## config.mk

```make
export PLATFORM = sky130hd
export DESIGN_NAME = ufr_cell
export DESIGN_NICKNAME = d
export VERILOG_FILES = /design/src/hw/rtl/ufr_pkg.sv /design/src/hw/rtl/ufr_cell.sv
export SDC_FILE = /design/constraint.sdc
export NUM_CORES = 1
export LEC_CHECK = 0
export BUFFER_PORTS_ARGS = -buffer_cell sky130_fd_sc_hd__buf_2
export CAP_MARGIN = 20
export CELL_PAD_IN_SITES_DETAIL_PLACEMENT = 0
export CELL_PAD_IN_SITES_GLOBAL_PLACEMENT = 1
export CORE_MARGIN = 1.5
export CORE_UTILIZATION = 44
export DETAILED_ROUTE_END_ITERATION = 10
export HOLD_SLACK_MARGIN = 0.02
export PLACE_DENSITY_LB_ADDON = 0.1
export SYNTH_ARGS = -nofsm -noshare
export SYNTH_HDL_FRONTEND = slang
export SYNTH_SLANG_ARGS = --single-unit
```

## constraint.sdc

```tcl
create_clock -name i_clk -period 12.7 [get_ports i_clk]
set_clock_uncertainty 0.05 [all_clocks]
set_input_delay 0.635 -clock i_clk [delete_from_list [all_inputs] [get_ports i_clk]]
set_output_delay 0.635 -clock i_clk [all_outputs]
set_load 0.03 [all_outputs]
```

## src/hw/rtl/ufr_pkg.sv

```systemverilog
`default_nettype none

package ufr_pkg;

    localparam int DATA_W     = 32;
    localparam int CNT_W      = 9;
    localparam int CFG_W      = 5;
    localparam int NIBBLES    = DATA_W / 4;
    localparam int DEF_MAX_ROUNDS = 25;
    localparam logic [CFG_W-1:0] ROUND_COUNT_RST = CFG_W'(4);
    localparam logic [CNT_W-1:0] ACTIVE_MAX = '1;

    localparam logic [3:0] SBOX4 [16] = '{
        4'h2, 4'h9, 4'h7, 4'he, 4'h1, 4'hc, 4'ha, 4'h0,
        4'h4, 4'h3, 4'h8, 4'hd, 4'hf, 4'h6, 4'h5, 4'hb
    };

    localparam logic [4:0] PERM32 [32] = '{
        5'd20, 5'd16, 5'd28, 5'd24, 5'd17, 5'd21, 5'd25, 5'd29,
        5'd22, 5'd18, 5'd30, 5'd26, 5'd19, 5'd23, 5'd27, 5'd31,
        5'd11, 5'd15, 5'd3,  5'd7,  5'd14, 5'd10, 5'd6,  5'd2,
        5'd9,  5'd13, 5'd1,  5'd5,  5'd12, 5'd8,  5'd4,  5'd0
    };

    typedef struct packed {
        logic [DATA_W-1:0] left_in;
        logic [DATA_W-1:0] right_in;
    } t_in;

    typedef struct packed {
        logic [DATA_W-1:0] left_out;
        logic [DATA_W-1:0] right_out;
        logic [CNT_W-1:0]  active_total;
    } t_out;

    // Block state handed from one round cell to the next.
    typedef struct packed {
        logic [DATA_W-1:0] left;
        logic [DATA_W-1:0] right;
        logic [CNT_W-1:0]  count;
    } t_blk;

    function automatic logic [DATA_W-1:0] sub_nibbles(input logic [DATA_W-1:0] x);
        logic [DATA_W-1:0] y;
        y = '0;
        for (int i = 0; i < NIBBLES; i++) begin
            y[4*i +: 4] = SBOX4[x[4*i +: 4]];
        end
        return y;
    endfunction

    function automatic logic [3:0] count_nonzero(input logic [DATA_W-1:0] y);
        logic [3:0] n;
        n = '0;
        for (int i = 0; i < NIBBLES; i++) begin
            n = n + 4'(y[4*i +: 4] != 4'h0);
        end
        return n;
    endfunction

    function automatic logic [DATA_W-1:0] bit_perm(input logic [DATA_W-1:0] x);
        logic [DATA_W-1:0] y;
        y = '0;
        for (int i = 0; i < DATA_W; i++) begin
            y[PERM32[i]] = x[i];
        end
        return y;
    endfunction

endpackage

`default_nettype wire

```

## src/hw/rtl/ufr_cell.sv

```systemverilog
`default_nettype none

module ufr_cell #(
    parameter int MAX_ROUNDS = ufr_pkg::DEF_MAX_ROUNDS,
    parameter int IDX        = 0,
    parameter int RW         = $clog2(MAX_ROUNDS + 1)
) (
    input  wire logic          i_clk,
    input  wire logic          i_rst_n,
    input  wire logic          i_valid,
    input  wire logic [RW-1:0] i_rounds,
    input  ufr_pkg::t_blk      i_blk,
    output logic               o_valid,
    output logic [RW-1:0]      o_rounds,
    output ufr_pkg::t_blk      o_blk
);
    import ufr_pkg::*;

    logic [DATA_W-1:0] rot_a;
    logic [DATA_W-1:0] rot_b;
    logic [DATA_W-1:0] val_a;
    logic [DATA_W-1:0] val_b;
    logic [CNT_W:0]    sum;
    logic              active;
    t_blk              n_blk;
    logic              r_valid;
    logic [RW-1:0]     r_rounds;
    t_blk              r_blk;

    always_comb begin
        rot_a  = {i_blk.left[DATA_W-4:0], i_blk.left[DATA_W-1 -: 3]};
        rot_b  = {i_blk.left[7:0], i_blk.left[DATA_W-1:8]};
        val_a  = sub_nibbles(rot_a);
        val_b  = sub_nibbles(rot_b);
        sum    = {1'b0, i_blk.count} + (CNT_W+1)'(count_nonzero(val_a))
                 + (CNT_W+1)'(count_nonzero(val_b));
        active = 32'(i_rounds) > IDX;
        n_blk  = i_blk;
        if (active) begin
            n_blk.left  = bit_perm(val_a ^ i_blk.right ^ val_b);
            n_blk.right = bit_perm(i_blk.left);
            // saturate the count
            n_blk.count = sum[CNT_W] ? ACTIVE_MAX : sum[CNT_W-1:0];
        end
    end

    always_ff @(posedge i_clk) begin
        if (!i_rst_n) begin
            r_valid <= 1'b0;
        end else begin
            r_valid <= i_valid;
        end
        r_rounds <= i_rounds;
        r_blk    <= n_blk;
    end

    assign o_valid  = r_valid;
    assign o_rounds = r_rounds;
    assign o_blk    = r_blk;

endmodule

`default_nettype wire
```

==> results_dict.tcl <==
set metrics [dict create \
    cts_made_buffers 9 \
    via_count 5942 \
    grt_max_degree 97 \
    max_freq_mhz 162 \
    core-area_sq_um 14600 \
    post_cts_buffers 0 \
    row_count 44 \
    max_stage_delay_ns 0.62 \
    worstPathRequired_ns 12.88 \
    arrival_ns 6.35 \
    grt_use_total 0.250 \
    cts.clk_slew.worst_paths_ns 0.06 \
    hpwl_um 15700 \
    p_leak_nw 3.53 \
    gp_congestion 0.921 \
    die_w_um 126 \
    seq_area_frac_synth 0.237 \
    fin_tns_setup_ns 0 \
    cts_root_buf "clkbuf_16" \
    timing.final.crit_share 0.485 \
    io_buffers 159 \
    power_density_nw_per_um2 130 \
    synth_flop_cell "dfxtp_1" \
    ys_warn_count 0 \
    synth_seq_cells 79 \
    worst-path-max-fanout 11 \
    postCtsResizedCells 0 \
    path_class "in2reg" \
    grt_pass1_wl_um 30800 \
    synth-edff-count 0 \
    synth.area.top_cells "dfxtp_1 (24%), ha_1 (17%), xnor2_1 (7.5%)" \
    yosys.area.top_type "dfxtp_1" \
    hold_path_depth 1 \
    viasPerCell 5.32 \
    maxSlewViolCount 0 \
    min_from "i_rounds[4]" \
    syn_area_per_cell_sq_um 8.30 \
    worst_pin_slew_ns 0.911 \
    synth_fp_nets 988 \
    setup_violations 0 \
    synth_cell_types 47 \
    firstDrtPassIters 10 \
    crit_top_cell "fa_1" \
    synth_common_cells "nand2_1 (113), ha_1 (92), o21ai_0 (85), dfxtp_1 (79), a21oi_1 (61)" \
    grt_pass1_vias 5810 \
    max-vdd-ir-drop_uv 76.2 \
    synth_top_area_share 0.237 \
    min_path_type "in2reg" \
    synth_most_common_cell "nand2_1" \
    violations "DRC" \
    clockBufferDepth 2 \
    diodes 0 \
    crit_chain "buf_2 > inv_1 > ha_1 > or2_2 > nand3_1 > o21ai_0 > or4_1 > fa_1 > fa_1 > fa_1 > fa_1 > fa_1 > inv_1 > fa_1 > nor2b_1 > o21ai_0 > nand2b_1 > a21oi_1 > nor3_1 > mux2_2" \
    drtIter0Drc 405 \
    synthesis.instances 803 \
    grt-ovfl-total 0 \
    fillers 1419 \
    max-slew-margin-rel 0.392 \
    io_pins 160 \
    status "complete, but fails checks" \
    hold-path-endpoint "o_rounds[4]$_DFF_P_" \
    synth_area_sq_um 6660 \
    cts_max_level 3 \
    cts_tree "done" \
    async_reset_ff_frac 0 \
    area_delta_synth_final_pct 16.9 \
    clock_sinks 79 \
    initial_core_util 0.455 \
    wl_per_cell_um 17.7 \
    drc 9 \
    end_kind "register" \
    drive_above_1_share 0.215 \
    cpMaxStageDelayCell "or4_1" \
    nets 1112 \
    die_h_um 126 \
    rsz0062_at_grt "no" \
    holdBufCountCts 0 \
    drt_wl_total_um 19800 \
    cap_viol_max_count 0 \
    start_kind "primary input" \
    design.die.area_sq_um 15900 \
    fin_crit_ns 6.16 \
    hold_slack_ns 0.354 \
    antenna_left 0 \
    final_hold_viol_count 0 \
    grt_antenna_before_repair 0 \
]
per-stage QoR:
step | power (mW) | std cells | cell area (sq um) | worst slack [ns] | util
global route | 1.07 | 1116 | 7780 | 6.25 | 0.532
floorplan | 0.605 | 803 | 6660 | 6.65 | -
finish | 1.01 | 1116 | 7780 | 6.54 | 0.532
global placement | 0.724 | 1100 | 7450 | 6.35 | 0.509
CTS | 1.02 | 1116 | 7780 | 6.54 | 0.532
detailed placement | 0.730 | 1100 | 7450 | 6.18 | 0.509
cells by family (layout without fill, tap and decap cells):
family	count (synthesis)	after routing	share of synthesized area
flops	79	79	0.237
compound gates	192	192	0.161
mux	34	34	0.0808
fa+ha+maj	104	104	0.209
buf+inv	99	228	0.0663
xor+xnor	81	81	0.106
simple gates	214	214	0.139
layout by cell type, fill, tap and decap left out, types with 4 or more instances in the layout:
cell	instances
a211oi_1	15
o211ai_1	8
o31ai_1	4
ha_1	92
fa_1	12
o21ai_0	85
or4_1	5
nor2_1	49
nand2_1	113
inv_1	50
nor4_1	5
nor3_1	9
mux4_2	14
a21oi_1	61
buf_2	159
nor2b_1	13
xnor2_1	57
mux2_2	5
dfxtp_1	79
clkbuf_16	9
xor2_1	24
nand3_1	8
mux2i_1	14
a31oi_1	4
critical path: cells and delay by family:
family                   cells  cell delay [ns]
buffers and inverters        3             0.51
AO/OA/AOI/OAI                3             0.31
multiplexers                 1             0.36
adder cells (fa/ha/maj)      7             3.06
AND/OR/NAND/NOR              6             1.46
routing by layer:
metal  wire, um  global-route usage  up-vias
met5          0                   0        -
met4        366              0.0764        0
met3        885              0.0387       26
met2       9650               0.426      156
met1       8890               0.325     2803
li1           -                   -     2957
worst max-delay path by stage:
stage / from / to / cells after the start
after global routing: i_blk[57] / o_blk[8]$_DFF_P_ / 20
final: i_blk[42] / o_blk[8]$_DFF_P_ / 20
after floorplan: i_blk[53] / o_blk[8]$_DFF_P_ / 18
after detailed placement: i_blk[42] / o_blk[8]$_DFF_P_ / 20
after global placement: i_blk[41] / o_blk[6]$_DFF_P_ / 18
after CTS: i_blk[42] / o_blk[6]$_DFF_P_ / 18
final cells by class:
cell class,count,area (sq um),share of cell area
Multi-Input combinational cell,625,4640,0.596
Tap cell,184,230,0.0296
Timing Repair Buffer,161,811,0.104
Sequential cell,79,1580,0.203
Clock buffer,10,239,0.0307
Inverter,51,191,0.0246
Clock inverter,6,92.6,0.0119
power breakdown:
group          total [mW]  internal [mW]  leakage (nW)  switching, mW
logic               0.416          0.147          2.71          0.269
clock network       0.289          0.179         0.155          0.110
registers           0.307          0.295         0.667         0.0114
sequential cells by signal (all words and copies together), names as in the netlist:
name	cells
o_rounds	5
o_valid	1
o_blk	73
Note: power is estimated with default switching activity, not from simulation.
